===== src/hdl/qrmps_pkg.sv =====
// qr mask penalty scorer package: widths, rule constants, sequencer states
// no dependencies; used by qr_mask_penalty_scorer_core
`default_nettype none

package qrmps_pkg;

    localparam int MIN_SIDE     = 21;
    localparam int MAX_SIDE_DEF = 177;
    localparam int SIDE_W       = 8;
    localparam int RUN_W        = 8;
    localparam int HIST_W       = 11;

    localparam logic [HIST_W-1:0] FINDER_LEAD  = 11'h5D0;
    localparam logic [HIST_W-1:0] FINDER_TRAIL = 11'h05D;

    localparam int MIN_RUN       = 5;
    localparam int RUN_OFFSET    = 2;
    localparam int BLOCK_SCORE   = 3;
    localparam int PATTERN_SCORE = 40;

    localparam int PCT_FULL    = 100;
    localparam int PCT_HALF    = 50;
    localparam int PCT_STEP    = 5;
    localparam int STEP_COUNT  = PCT_FULL / PCT_STEP;
    localparam int HALF_STEPS  = PCT_HALF / PCT_STEP;
    localparam int STEP_SCORE  = 2 * PCT_STEP;
    localparam int Q_W         = $clog2(STEP_COUNT + 1);

    localparam int RUN_PEN_W     = 16;
    localparam int BLOCK_PEN_W   = 17;
    localparam int PATTERN_PEN_W = 22;
    localparam int BALANCE_PEN_W = 7;
    localparam int TOTAL_PEN_W   = 22;
    localparam int OUT_BITS      = RUN_PEN_W + BLOCK_PEN_W + PATTERN_PEN_W
                                   + BALANCE_PEN_W + TOTAL_PEN_W;
    localparam int OUT_DATA_W    = ((OUT_BITS + 7) / 8) * 8;
    localparam int IN_DATA_W     = 8;

    typedef enum logic [1:0] {
        ST_SCAN,
        ST_DIV,
        ST_DONE
    } state_t;

endpackage

`default_nettype wire


===== src/hdl/qr_mask_penalty_scorer_core.sv =====
// qr mask penalty scorer top level: column memory, row scan, balance divider
// depends on qrmps_pkg
`default_nettype none

// Scores one square QR symbol against the four mask penalty rules. Modules enter
// on s_axis one per transaction in raster order, one per clock cycle while
// s_axis_tready is high (it is low while a symbol closes and is scored); the
// only per-module storage is a column memory (run length and 11-bit history per
// column) that is read when a module is taken and written back in the cycle after.
// After the last module of a symbol the dark share is divided by the symbol area
// in a restoring divider, one quotient bit a cycle, and the result is then loaded
// into the output register; the next symbol may start while that result waits on
// m_axis. Writing side_size restarts the symbol; the column memory needs no clearing
// pass, since the first row of every symbol overwrites each column entry.
module qr_mask_penalty_scorer_core #(
    parameter int MAX_SIDE = qrmps_pkg::MAX_SIDE_DEF
) (
    input  wire logic                            clk,
    input  wire logic                            rst_n,
    input  wire logic                            cfg_valid,
    output logic                                 cfg_ready,
    input  wire logic [qrmps_pkg::SIDE_W-1:0]    cfg_data,     // side_size
    input  wire logic                            s_axis_tvalid,
    output logic                                 s_axis_tready,
    input  wire logic [qrmps_pkg::IN_DATA_W-1:0] s_axis_tdata, // module_req, zero pad
    output logic                                 m_axis_tvalid,
    input  wire logic                            m_axis_tready,
    // run_penalty, block_penalty, pattern_penalty, balance_penalty, total_penalty,
    // zero pad
    output logic [qrmps_pkg::OUT_DATA_W-1:0]     m_axis_tdata
);

    localparam int AW     = (MAX_SIDE > 1) ? $clog2(MAX_SIDE) : 1;
    localparam int SQ_W   = $clog2(MAX_SIDE * MAX_SIDE + 1);
    localparam int DIV_W  = SQ_W + qrmps_pkg::Q_W;
    localparam int DARK_W = SQ_W;
    localparam int ENT_W  = qrmps_pkg::RUN_W + qrmps_pkg::HIST_W;
    localparam int SW     = qrmps_pkg::SIDE_W;
    localparam int RW     = qrmps_pkg::RUN_W;
    localparam int HW     = qrmps_pkg::HIST_W;
    localparam int QW     = qrmps_pkg::Q_W;
    localparam int CW     = $clog2(qrmps_pkg::Q_W);

    localparam logic [SW-1:0] MAX_SIDE_V = SW'(MAX_SIDE);
    localparam logic [SW-1:0] MIN_SIDE_V = SW'(qrmps_pkg::MIN_SIDE);

    function automatic logic [RW-1:0] close_term(input logic [RW-1:0] run);
        if (run >= RW'(qrmps_pkg::MIN_RUN))
            return run - RW'(qrmps_pkg::RUN_OFFSET);
        else
            return '0;
    endfunction

    function automatic logic is_finder(input logic [HW-1:0] w);
        return (w == qrmps_pkg::FINDER_LEAD) || (w == qrmps_pkg::FINDER_TRAIL);
    endfunction

    // configuration
    logic [SW-1:0]   side_eff_reg;
    logic [SQ_W-1:0] side_sq_reg;

    // column memory
    logic [ENT_W-1:0] col_mem [MAX_SIDE];
    logic [ENT_W-1:0] rd_reg;

    // scan position and pipeline stage
    logic [SW-1:0] x_pos_reg, y_pos_reg;
    logic          p_valid_reg, p_bit_reg, p_last_reg;
    logic [SW-1:0] p_x_reg, p_y_reg;

    // row state and sums
    logic [RW-1:0]                       row_run_reg;
    logic [HW-1:0]                       row_win_reg;
    logic                                prev_up_reg;
    logic [DARK_W-1:0]                   dark_reg;
    logic [qrmps_pkg::RUN_PEN_W-1:0]     run_sum_reg;
    logic [qrmps_pkg::BLOCK_PEN_W-1:0]   block_sum_reg;
    logic [qrmps_pkg::PATTERN_PEN_W-1:0] pattern_sum_reg;

    // divider
    qrmps_pkg::state_t state_reg, state_next;
    logic [DIV_W-1:0]  num_reg;
    logic [QW-1:0]     quot_reg;
    logic [CW-1:0]     cnt_reg;

    // output register
    logic                          m_valid_reg;
    logic [qrmps_pkg::OUT_DATA_W-1:0] m_data_reg;

    logic in_fire, cfg_fire, load_out;
    logic x_end, y_end;

    assign cfg_ready     = 1'b1;
    assign cfg_fire      = cfg_valid & cfg_ready;
    assign in_fire       = s_axis_tvalid & s_axis_tready;
    assign m_axis_tvalid = m_valid_reg;
    assign m_axis_tdata  = m_data_reg;
    assign x_end         = (x_pos_reg == side_eff_reg - SW'(1));
    assign y_end         = (y_pos_reg == side_eff_reg - SW'(1));

    // per-module compute on the item in the pipeline stage
    logic [HW-1:0] col_h, col_hist_new, row_win_new;
    logic [RW-1:0] col_run_old, col_run_new, row_run_new;
    logic          px_end, py_end, block_hit, row_pat, col_pat, bit_in;
    logic [RW+1:0] run_add;
    logic [qrmps_pkg::RUN_PEN_W+2:0]     run_sum_wide;
    logic [qrmps_pkg::BLOCK_PEN_W:0]     block_sum_wide;
    logic [qrmps_pkg::PATTERN_PEN_W:0]   pattern_sum_wide;
    logic [7:0]                          pattern_add;

    always_comb
    begin
        bit_in      = p_bit_reg;
        px_end      = (p_x_reg == side_eff_reg - SW'(1));
        py_end      = (p_y_reg == side_eff_reg - SW'(1));
        col_h       = (p_y_reg == '0) ? '0 : rd_reg[HW-1:0];
        col_run_old = rd_reg[ENT_W-1:HW];

        block_hit = (p_x_reg != '0) && (p_y_reg != '0) && (col_h[0] == bit_in)
                    && (prev_up_reg == bit_in) && (row_win_reg[0] == bit_in);

        run_add = '0;
        if (p_x_reg == '0)
        begin
            row_run_new = RW'(1);
        end
        else if (row_win_reg[0] == bit_in)
        begin
            row_run_new = row_run_reg + RW'(1);
        end
        else
        begin
            run_add     = run_add + (RW+2)'(close_term(row_run_reg));
            row_run_new = RW'(1);
        end
        if (px_end)
            run_add = run_add + (RW+2)'(close_term(row_run_new));
        row_win_new = {row_win_reg[HW-2:0], bit_in};
        row_pat     = (p_x_reg >= SW'(HW - 1)) && is_finder(row_win_new);

        if (p_y_reg == '0)
        begin
            col_run_new = RW'(1);
        end
        else if (col_h[0] == bit_in)
        begin
            col_run_new = col_run_old + RW'(1);
        end
        else
        begin
            run_add     = run_add + (RW+2)'(close_term(col_run_old));
            col_run_new = RW'(1);
        end
        if (py_end)
            run_add = run_add + (RW+2)'(close_term(col_run_new));
        col_hist_new = {col_h[HW-2:0], bit_in};
        col_pat      = (p_y_reg >= SW'(HW - 1)) && is_finder(col_hist_new);

        pattern_add = 8'((row_pat ? qrmps_pkg::PATTERN_SCORE : 0)
                         + (col_pat ? qrmps_pkg::PATTERN_SCORE : 0));

        run_sum_wide     = (qrmps_pkg::RUN_PEN_W+3)'(run_sum_reg)
                           + (qrmps_pkg::RUN_PEN_W+3)'(run_add);
        block_sum_wide   = (qrmps_pkg::BLOCK_PEN_W+1)'(block_sum_reg)
                           + (block_hit ? (qrmps_pkg::BLOCK_PEN_W+1)'(qrmps_pkg::BLOCK_SCORE)
                                        : '0);
        pattern_sum_wide = (qrmps_pkg::PATTERN_PEN_W+1)'(pattern_sum_reg)
                           + (qrmps_pkg::PATTERN_PEN_W+1)'(pattern_add);
    end

    // balance score and total from the divider result
    logic [QW-1:0]  k_adj, k_dist;
    logic [qrmps_pkg::BALANCE_PEN_W-1:0] balance_pen;
    logic [qrmps_pkg::TOTAL_PEN_W+1:0]   total_wide;
    logic [qrmps_pkg::TOTAL_PEN_W-1:0]   total_pen;
    logic [DIV_W-1:0] div_shift;
    logic             div_ge;

    always_comb
    begin
        if ((quot_reg < QW'(qrmps_pkg::HALF_STEPS)) && (num_reg != '0))
            k_adj = quot_reg + QW'(1);
        else
            k_adj = quot_reg;
        if (k_adj >= QW'(qrmps_pkg::HALF_STEPS))
            k_dist = k_adj - QW'(qrmps_pkg::HALF_STEPS);
        else
            k_dist = QW'(qrmps_pkg::HALF_STEPS) - k_adj;
        balance_pen = qrmps_pkg::BALANCE_PEN_W'(k_dist * qrmps_pkg::STEP_SCORE);
        total_wide  = (qrmps_pkg::TOTAL_PEN_W+2)'(run_sum_reg)
                      + (qrmps_pkg::TOTAL_PEN_W+2)'(block_sum_reg)
                      + (qrmps_pkg::TOTAL_PEN_W+2)'(pattern_sum_reg)
                      + (qrmps_pkg::TOTAL_PEN_W+2)'(balance_pen);
        if (total_wide > (qrmps_pkg::TOTAL_PEN_W+2)'({qrmps_pkg::TOTAL_PEN_W{1'b1}}))
            total_pen = '1;
        else
            total_pen = total_wide[qrmps_pkg::TOTAL_PEN_W-1:0];
        div_shift = DIV_W'(side_sq_reg) << cnt_reg;
        div_ge    = (num_reg >= div_shift);
    end

    // sequencer
    always_comb
    begin
        state_next    = state_reg;
        s_axis_tready = 1'b0;
        load_out      = 1'b0;
        case (state_reg)
            qrmps_pkg::ST_SCAN:
            begin
                s_axis_tready = !(p_valid_reg && p_last_reg);
                if (p_valid_reg && p_last_reg)
                    state_next = qrmps_pkg::ST_DIV;
            end
            qrmps_pkg::ST_DIV:
            begin
                if (cnt_reg == '0)
                    state_next = qrmps_pkg::ST_DONE;
            end
            qrmps_pkg::ST_DONE:
            begin
                load_out = !m_valid_reg || m_axis_tready;
                if (load_out)
                    state_next = qrmps_pkg::ST_SCAN;
            end
            default:
            begin
                state_next = qrmps_pkg::ST_SCAN;
            end
        endcase
    end

    always_ff @(posedge clk or negedge rst_n)
    begin
        if (!rst_n)
            state_reg <= qrmps_pkg::ST_SCAN;
        else if (cfg_fire)
            state_reg <= qrmps_pkg::ST_SCAN;
        else
            state_reg <= state_next;
    end

    // column memory: read on accept, write back from the pipeline stage
    always_ff @(posedge clk)
    begin
        if (p_valid_reg)
            col_mem[p_x_reg[AW-1:0]] <= {col_run_new, col_hist_new};
        if (in_fire)
            rd_reg <= col_mem[x_pos_reg[AW-1:0]];
    end

    always_ff @(posedge clk or negedge rst_n)
    begin
        if (!rst_n)
        begin
            side_eff_reg    <= MIN_SIDE_V;
            side_sq_reg     <= SQ_W'(qrmps_pkg::MIN_SIDE * qrmps_pkg::MIN_SIDE);
            x_pos_reg       <= '0;
            y_pos_reg       <= '0;
            p_valid_reg     <= 1'b0;
            p_bit_reg       <= 1'b0;
            p_last_reg      <= 1'b0;
            p_x_reg         <= '0;
            p_y_reg         <= '0;
            row_run_reg     <= '0;
            row_win_reg     <= '0;
            prev_up_reg     <= 1'b0;
            dark_reg        <= '0;
            run_sum_reg     <= '0;
            block_sum_reg   <= '0;
            pattern_sum_reg <= '0;
            num_reg         <= '0;
            quot_reg        <= '0;
            cnt_reg         <= '0;
            m_valid_reg     <= 1'b0;
        end
        else
        begin
            side_sq_reg <= SQ_W'(side_eff_reg * side_eff_reg);

            if (cfg_fire)
            begin
                if (cfg_data < MIN_SIDE_V)
                    side_eff_reg <= MIN_SIDE_V;
                else if (cfg_data > MAX_SIDE_V)
                    side_eff_reg <= MAX_SIDE_V;
                else
                    side_eff_reg <= cfg_data;
                x_pos_reg       <= '0;
                y_pos_reg       <= '0;
                p_valid_reg     <= 1'b0;
                row_run_reg     <= '0;
                row_win_reg     <= '0;
                dark_reg        <= '0;
                run_sum_reg     <= '0;
                block_sum_reg   <= '0;
                pattern_sum_reg <= '0;
            end
            else
            begin
                p_valid_reg <= in_fire;
                if (in_fire)
                begin
                    p_bit_reg  <= s_axis_tdata[0];
                    p_x_reg    <= x_pos_reg;
                    p_y_reg    <= y_pos_reg;
                    p_last_reg <= x_end && y_end;
                    if (x_end)
                    begin
                        x_pos_reg <= '0;
                        y_pos_reg <= y_end ? '0 : y_pos_reg + SW'(1);
                    end
                    else
                    begin
                        x_pos_reg <= x_pos_reg + SW'(1);
                    end
                end

                if (p_valid_reg)
                begin
                    row_run_reg <= row_run_new;
                    row_win_reg <= row_win_new;
                    prev_up_reg <= col_h[0];
                    dark_reg    <= dark_reg + DARK_W'(bit_in);
                    run_sum_reg <= (run_sum_wide > (qrmps_pkg::RUN_PEN_W+3)'(
                                        {qrmps_pkg::RUN_PEN_W{1'b1}}))
                                   ? '1 : run_sum_wide[qrmps_pkg::RUN_PEN_W-1:0];
                    block_sum_reg <= block_sum_wide[qrmps_pkg::BLOCK_PEN_W]
                                     ? '1 : block_sum_wide[qrmps_pkg::BLOCK_PEN_W-1:0];
                    pattern_sum_reg <= pattern_sum_wide[qrmps_pkg::PATTERN_PEN_W]
                                       ? '1 : pattern_sum_wide[qrmps_pkg::PATTERN_PEN_W-1:0];
                    if (p_last_reg)
                    begin
                        num_reg  <= DIV_W'((dark_reg + DARK_W'(bit_in))
                                           * qrmps_pkg::STEP_COUNT);
                        quot_reg <= '0;
                        cnt_reg  <= CW'(QW - 1);
                    end
                end

                if (state_reg == qrmps_pkg::ST_DIV)
                begin
                    if (div_ge)
                    begin
                        num_reg           <= num_reg - div_shift;
                        quot_reg[cnt_reg] <= 1'b1;
                    end
                    if (cnt_reg != '0)
                        cnt_reg <= cnt_reg - CW'(1);
                end

                if (load_out)
                begin
                    row_run_reg     <= '0;
                    row_win_reg     <= '0;
                    dark_reg        <= '0;
                    run_sum_reg     <= '0;
                    block_sum_reg   <= '0;
                    pattern_sum_reg <= '0;
                end
            end

            if (load_out && !cfg_fire)
                m_valid_reg <= 1'b1;
            else if (m_axis_tready)
                m_valid_reg <= 1'b0;
        end
    end

    always_ff @(posedge clk)
    begin
        if (load_out)
            m_data_reg <= qrmps_pkg::OUT_DATA_W'({total_pen, balance_pen, pattern_sum_reg,
                                                  block_sum_reg, run_sum_reg});
    end

    // checks
    a_pos_in_range: assert property (@(posedge clk) disable iff (!rst_n)
        (x_pos_reg < side_eff_reg) && (y_pos_reg < side_eff_reg))
        else $error("scan position outside symbol");

    a_no_accept_after_last: assert property (@(posedge clk) disable iff (!rst_n)
        (p_valid_reg && p_last_reg) |-> !s_axis_tready)
        else $error("module accepted while symbol is closing");

    a_quotient_range: assert property (@(posedge clk) disable iff (!rst_n)
        (state_reg == qrmps_pkg::ST_DONE) |-> (quot_reg <= QW'(qrmps_pkg::STEP_COUNT)))
        else $error("balance quotient out of range");

    a_result_from_done: assert property (@(posedge clk) disable iff (!rst_n)
        $rose(m_axis_tvalid) |-> $past(state_reg == qrmps_pkg::ST_DONE))
        else $error("result raised outside finish step");

    a_div_follows_last: assert property (@(posedge clk) disable iff (!rst_n)
        (p_valid_reg && p_last_reg && !cfg_fire) |=> (state_reg == qrmps_pkg::ST_DIV))
        else $error("divider not started after last module");

endmodule

`default_nettype wire

===== config.mk =====
export PLATFORM = sky130hd
export DESIGN_NAME = qr_mask_penalty_scorer_core
export DESIGN_NICKNAME = d
export VERILOG_FILES = /design/src/hdl/qrmps_pkg.sv /design/src/hdl/qr_mask_penalty_scorer_core.sv
export SDC_FILE = /design/constraint.sdc
export NUM_CORES = 2
export LEC_CHECK = 0
export BUFFER_PORTS_ARGS = -buffer_cell sky130_fd_sc_hd__clkbuf_2
export CORE_MARGIN = 3
export CORE_UTILIZATION = 48
export CTS_CLUSTER_DIAMETER = 200
export DETAILED_ROUTE_END_ITERATION = 8
export PLACE_DENSITY = 0.68
export SLEW_MARGIN = 20
export SYNTH_ARGS = -nofsm -noshare
export SYNTH_HDL_FRONTEND = slang
export SYNTH_SLANG_ARGS = --single-unit

===== constraint.sdc =====
create_clock -name clk -period 17 [get_ports clk]
set_input_delay 0.85 -clock clk [delete_from_list [all_inputs] [get_ports clk]]
set_output_delay 0.85 -clock clk [all_outputs]
set_load 0.05 [all_outputs]

* Yosys cells after proc, flatten, opt, wreduce, memory -nomap -nowiden
Memories as Yosys holds them, arrays and structs flattened. A register that Yosys moved wholly into a read port is not among the register bits.
Index checks and enable logic that the tools add are counted.
Widths: inputs -> output; s select.
** Operators by class
- Multiply operators :: 3
- Magnitude comparators :: 15
- Muxes and demuxes :: 81
- Bitwise gates (word level) :: 3
- Shift-type cells :: 1
- Reduce and logical (&&, ||, !) cells :: 33
- Equal/unequal tests :: 16
- Add/sub/neg operators :: 26
** Operator list (number)
- $mux 8 :: 25
- $mux 10 :: 9
- $mux 22 :: 4
- $mux 20 :: 4
- $mux 17 :: 4
- $mux 16 :: 4
- $mux 15 :: 3
- $mux 5 :: 7
- $add 8x1->8 const B :: 4
- $eq 8x8->1 :: 4
- $ge 8x3->1 const B :: 4
- $sub 8x2->8 const B :: 4
- $add 10x8->10 :: 3
- $add 23x7->24 :: 1
- $gt 24x22->1 const B :: 1
- $add 18x22->23 :: 1
- $add 22x7->23 :: 1
- $eq 11x11->1 const B :: 2
- $eq 11x7->1 const B :: 2
- $ge 20x20->1 :: 1
- $reduce_bool 20->1 :: 1
- $shl 15x3->20 :: 1
- $sub 20x20->20 :: 1
- $add 16x17->18 :: 1
- 45 further kinds :: 86
** Storage, ports and cells
- Word-level logic and storage cells :: 202
- Register bits after elaboration :: 261
- Output and inout bits :: 91
- Bits of input ports :: 21
- RAM bits :: 3363
- Memories :: 1
** Memory list
- col_mem :: words 177, width 19, rd ports 1, clocked after memory_dff 1, wr ports 1, RTL line qr_mask_penalty_scorer_core.sv:63 : logic [ENT_W-1:0] col_mem [MAX_SIDE];

* Longest topological paths before layout
- Depth after elaboration :: 19
- Gate-level depth with buffers :: 44
- Mapped depth without buffers :: 42

* Least setup slack after synthesis
OpenSTA, ideal clock, no wires.
- Kind :: flip-flop to flip-flop
- Start :: register p_bit_reg (netlist: bit_in)
- End :: register run_sum_reg[2] (netlist bit)
- Buffers on the path :: 2
- Setup time :: 141 ps
- Stages on the path, launching flop included :: 27
- Arrival time :: 11522 ps
- Path slack :: 5337 ps
- Clock period less this slack :: 11663 ps
- Required time :: 16859 ps
- Path through :: dfrtp_1 -> inv_1 -> ha_1 -> nand2b_1 -> clkbuf_1 -> nor2_1 -> o21ai_0 -> o211a_1 -> a21oi_1 -> ha_1 -> inv_1 -> fa_1 -> inv_1 -> a21oi_1 -> o21ai_0 -> a21o_1 -> a21o_1 -> xor2_1 -> mux2_2 -> ha_1 -> nor2_1 -> nor2b_1 -> nor2_1 -> a211oi_1 -> o21ai_0 -> clkbuf_1 -> a31oi_1
** On the way
- Elaborated cells between the ends (all ways) :: 29
** RTL lines
- start, declared :: RTL line qr_mask_penalty_scorer_core.sv:68 : logic p_valid_reg, p_bit_reg, p_last_reg;
- start signal, assigned :: RTL line qr_mask_penalty_scorer_core.sv:304 : p_bit_reg <= s_axis_tdata[0];
- $eq 1x1->1 (*) :: RTL line qr_mask_penalty_scorer_core.sv:145 : else if (col_h[0] == bit_in)
- $mux 8 (*) :: RTL line qr_mask_penalty_scorer_core.sv:145
- $mux 8 (*) :: RTL line qr_mask_penalty_scorer_core.sv:141 : if (p_y_reg == '0)
- named net col_run_new[2] :: RTL line qr_mask_penalty_scorer_core.sv:103 : logic [RW-1:0] col_run_old, col_run_new, row_run_new;
- $sub 8x2->8 / $ge 8x3->1 (equally long branches) :: RTL line qr_mask_penalty_scorer_core.sv:49, qr_mask_penalty_scorer_core.sv:48
- $mux 8 (*) :: RTL line qr_mask_penalty_scorer_core.sv:48 : if (run >= RW'(qrmps_pkg::MIN_RUN))
- $mux 8 (*) :: RTL line qr_mask_penalty_scorer_core.sv:154 : if (py_end)
- $add 10x8->10 (*) :: RTL line qr_mask_penalty_scorer_core.sv:155 : run_add = run_add + (RW+2)'(close_term(col_run_new));
- $mux 10 (*) :: RTL line qr_mask_penalty_scorer_core.sv:154
- $add 16x10->17 (*) :: RTL line qr_mask_penalty_scorer_core.sv:163 : + (qrmps_pkg::RUN_PEN_W+3)'(run_add);
- $gt 17x16->1 :: RTL line qr_mask_penalty_scorer_core.sv:325 : run_sum_reg <= (run_sum_wide > (qrmps_pkg::RUN_PEN_W+3)'(
- $mux 16 (*) :: RTL line qr_mask_penalty_scorer_core.sv:327 : ? '1 : run_sum_wide[qrmps_pkg::RUN_PEN_W-1:0];
- $mux 16 (*) :: RTL line qr_mask_penalty_scorer_core.sv:319 : if (p_valid_reg)
- $mux 16 (*) :: RTL line qr_mask_penalty_scorer_core.sv:352 : if (load_out)
- $mux 16 (*) :: RTL line qr_mask_penalty_scorer_core.sv:281 : if (cfg_fire)
- end signal, assigned :: RTL line qr_mask_penalty_scorer_core.sv:325
- end, declared :: RTL line qr_mask_penalty_scorer_core.sv:76 : logic [qrmps_pkg::RUN_PEN_W-1:0] run_sum_reg;
The timed path passes the listed nets; every way through them passes the cells marked *. The select of a mux whose other input is x is not followed.
A chain may end at the register's enable or synchronous reset.

* Worst setup path after layout
- Start :: register p_x_reg[1]
- End :: register run_sum_reg[11] (netlist bit)
** On the way
- Word-level cells in the longest chain between the ends :: 18
- Elaborated cells between the ends (all ways) :: 21
** RTL lines
- start, declared :: RTL line qr_mask_penalty_scorer_core.sv:69 : logic [SW-1:0] p_x_reg, p_y_reg;
- start signal, assigned :: RTL line qr_mask_penalty_scorer_core.sv:305 : p_x_reg <= x_pos_reg;
- $logic_not 8->1 :: RTL line qr_mask_penalty_scorer_core.sv:123 : if (p_x_reg == '0)
- $mux 8 :: RTL line qr_mask_penalty_scorer_core.sv:123
- $sub 8x2->8 / $ge 8x3->1 (equally long branches) :: RTL line qr_mask_penalty_scorer_core.sv:49, qr_mask_penalty_scorer_core.sv:48
- $mux 8 :: RTL line qr_mask_penalty_scorer_core.sv:48
- $mux 8 :: RTL line qr_mask_penalty_scorer_core.sv:136 : if (px_end)
- $add 10x8->10 :: RTL line qr_mask_penalty_scorer_core.sv:137 : run_add = run_add + (RW+2)'(close_term(row_run_new));
- $mux 10 (*) :: RTL line qr_mask_penalty_scorer_core.sv:136
- $add 10x8->10 :: RTL line qr_mask_penalty_scorer_core.sv:151 : run_add = run_add + (RW+2)'(close_term(col_run_old));
- [... 2 more ...]
- $add 10x8->10 :: RTL line qr_mask_penalty_scorer_core.sv:155
- $mux 10 (*) :: RTL line qr_mask_penalty_scorer_core.sv:154
- $add 16x10->17 (*) :: RTL line qr_mask_penalty_scorer_core.sv:163
- $gt 17x16->1 :: RTL line qr_mask_penalty_scorer_core.sv:325
- $mux 16 (*) :: RTL line qr_mask_penalty_scorer_core.sv:327
- $mux 16 (*) :: RTL line qr_mask_penalty_scorer_core.sv:319
- $mux 16 (*) :: RTL line qr_mask_penalty_scorer_core.sv:352
- $mux 16 (*) :: RTL line qr_mask_penalty_scorer_core.sv:281
Every way passes the cells marked *; elsewhere a longest branch is shown, timed or not. The select of a mux whose other input is x is not followed.

==> run_results.csv <==
group,metric,value,unit
layout,final_layout_size_suffix_gt1_share,27.5,%
timing,fin_setup_tns,0,ns
layout,final_net_count,7605,
power,p_total,19.3,mW
synthesis,netlist_area,0.142,mm²
synthesis,synth_top_family_by_area,"multiplexers",
route,drt_iter0_drc,8425,
route,route.vias.total,70500,
cts,cts_buffers,353,
timing,final.period_utilization,50.6,%
timing,max_freq,116,MHz
critical_path,worst-path-buf-inv,4,
layout,final_cell_mix,"edfxtp_1, mux4_2, clkbuf_16",
route,routedWlPerCell,29.0,µm
synthesis,yosys_register_bits,3460,
critical_path,critPathMaxFanout,19,
outcome,status,"completed",
layout,finish.utilization,54.6,%
synthesis,syn-instance-count,6982,
synthesis,synth_flop_cell,"edfxtp_1",
synthesis,synth-compound-area-share,2.17,%
placed_design,dpl.hpwl,190000,µm
timing,rsz0062_at_grt,"false",
layout,syn_to_final_growth,12.8,%
critical_path,cpMaxStageDelayCell,"nor3_1",
route,wirelength,334000,µm
synthesis,ys_seq_area_share,72.8,%
floorplan,core,0.292,mm²
placed_design,place_area,0.148,mm²
synthesis,synth_cell_type_count,75,
critical_path,worst_ep_required_time,17.78,ns
power,peakVddDrop,0.0920,mV
timing,worst_pin_slew,1.25,ns
timing,fin_crit,8.59,ns
timing,setup_ws,8.41,ns
critical_path,max_stage_delay,0.70,ns
route,drc,0,
floorplan,die_h,549,µm
synthesis,post_synth_mux_area_share,16.9,%
timing,fin_hold_ws,0.217,ns
synthesis,synth_adder_area_share,2.42,%
floorplan,start_util,48.4,%
placed_design,place_congestion,0.873,
critical_path,r2r_start,"p_x_reg[1]",
timing,skew,0.0784,ns
grt,track_usage,22.2,%
synthesis,synth_xor_area_share,1.24,%
cts,cts.sinks,3460,
grt,overflow,0,
cts,ctsResizeCount,0,
placed_design,portBuffers,98,
timing,maxSlewViolCount,0,
floorplan,design.die.area,0.301,mm²
synthesis,synthSimpleGateAreaFrac,3.05,%
cts,hold_buffers,1,
critical_path,crit_path_end_kind,"flip-flop",
cts,clk_latency,0.96,ns
synthesis,synth-edff-count,3285,
cts,htreeDepth,5,
grt,antenna_found_initial,14,
power,leakagePower,51.7,nW
route,ant_nets,0,
critical_path,r2r_setup_slack,8.41,ns
cts,path_clk_slew,0.06,ns
cts,post-cts-setup-buffers,0,
run,drv_cap,0,
critical_path,arrival,9.38,ns
layout,stdcell_count,11500,
placed_design,dp_cells,10900,
critical_path,critPathTopFamily,"simple AND/OR/NAND/NOR gates",
timing,setup_violations,0,
floorplan,rows,198,
layout,final_area,0.160,mm²
worst_hold_path,hp-class,"in -> reg",
route,firstDrtPassIters,6,
power,power_density,121,mW/mm²
worst_hold_path,min_from,"cfg_data[0]",
synthesis,synth.avg_cell_area,20.3,µm²
cts,max-clock-path-buffers,4,
grt,grt_pass1_vias,71400,
synthesis,synthArstFlopShare,5.06,%
floorplan,floorplan.die.width,549,µm
timing,hold_viol,0,
placed_design,pre_cts_ws,8.44,ns
floorplan,ios,112,
cts,root_buffer,"clkbuf_16",
synthesis,yosysWarnings,0,
layout,final_common_cell,"edfxtp_1",
route,via_per_inst,6.11,
grt,grt_max_degree,154,
layout,largest_reg_flops,3186,
grt,grt_pass1_wl,492000,µm
critical_path,cp_common_cell,"nor2_1",
critical_path,critPathLaunch,"p_x_reg[1]",
timing,slew_headroom,16.3,%
cts,cts_tree,"built",
critical_path,critPathKind,"reg -> reg",
critical_path,start_kind,"flip-flop",
[cell usage after synthesis (5+ instances only)]
master	count	share of area (%)
a2111oi_0	5	0.031
a211oi_1	25	0.13
a21o_1	31	0.16
a21oi_1	131	0.46
a311oi_1	6	0.037
a31oi_1	36	0.16
and2_1	29	0.13
and3_1	29	0.13
buf_1	77	0.20
buf_2	56	0.20
buf_4	13	0.069
clkbuf_1	207	0.55
dfrtp_1	166	2.9
dfstp_2	9	0.17
edfxtp_1	3285	70
fa_1	58	0.82
ha_1	181	1.6
inv_1	136	0.36
mux2_2	20	0.16
mux2i_1	122	0.86
mux4_2	999	16
nand2_1	250	0.66
nand2b_1	36	0.16
nand3_1	65	0.23
nand4_1	21	0.093
nor2_1	372	0.99
nor2b_1	39	0.17
nor3_1	52	0.18
nor3b_1	5	0.027
nor4_1	16	0.071
o21a_1	15	0.080
o21ai_0	143	0.51
o21bai_1	7	0.037
o221ai_1	16	0.099
o22ai_1	17	0.075
o31ai_1	17	0.090
or2_2	10	0.044
or3_1	9	0.040
or4_1	6	0.032
xnor2_1	97	0.60
xor2_1	96	0.59
[kinds of logic (layout without fill, tap and decap cells)]
family,count (synthesis),after routing
DFF,3460,3460
muxes,1143,1143
xor gates and xnor gates,196,196
other,2,8
and+or+nand+nor,953,953
buffers and inverters,492,1140
adders and majority gates,239,239
AOI/OAI and AO/OA,497,497
[where the power goes]
group	internal (mW)	switching, mW	total [mW]	leakage [nW]
logic	0.711	1.21	1.92	13.8
clock network	4.33	3.28	7.61	5.49
registers	9.74	0.0643	9.80	32.5
total	14.8	4.55	19.3	51.7
[final timing paths]
path,to,cells after the start
worst min register to register,prev_up_reg,2
min in group asynchronous,num_reg[9],2
max in group asynchronous,block_sum_reg[0],4
worst max-delay path,run_sum_reg[11],38
worst max register to register,run_sum_reg[11],38
worst min-delay path,side_eff_reg[0],3
[area by class of cell]
class                      instances  area, µm²
fill                           21800     133000
sequential                      3460     103000
multi-input combinational       3034      37200
clock buffer                     435       9180
tap                             3900       4880
timing repair buffer             359       2610
clock inverter                   209       2200
inverter                         137        524
antenna                            2       5.00
[worst min-delay path, stage by stage]
cell	delay, ns
clkbuf_2	0.12
inv_1	0.07
a22oi_1	0.06
[layer usage]
metal,vias to the layer above,global-route usage (%),share of wire [%]
met5,-,0,0.0039
met4,2,7.69,3.7
met3,578,3.75,8.4
met2,3196,34.9,47
met1,37400,31.7,40
li1,29300,-,-
Power figures use the tool's default switching activity.
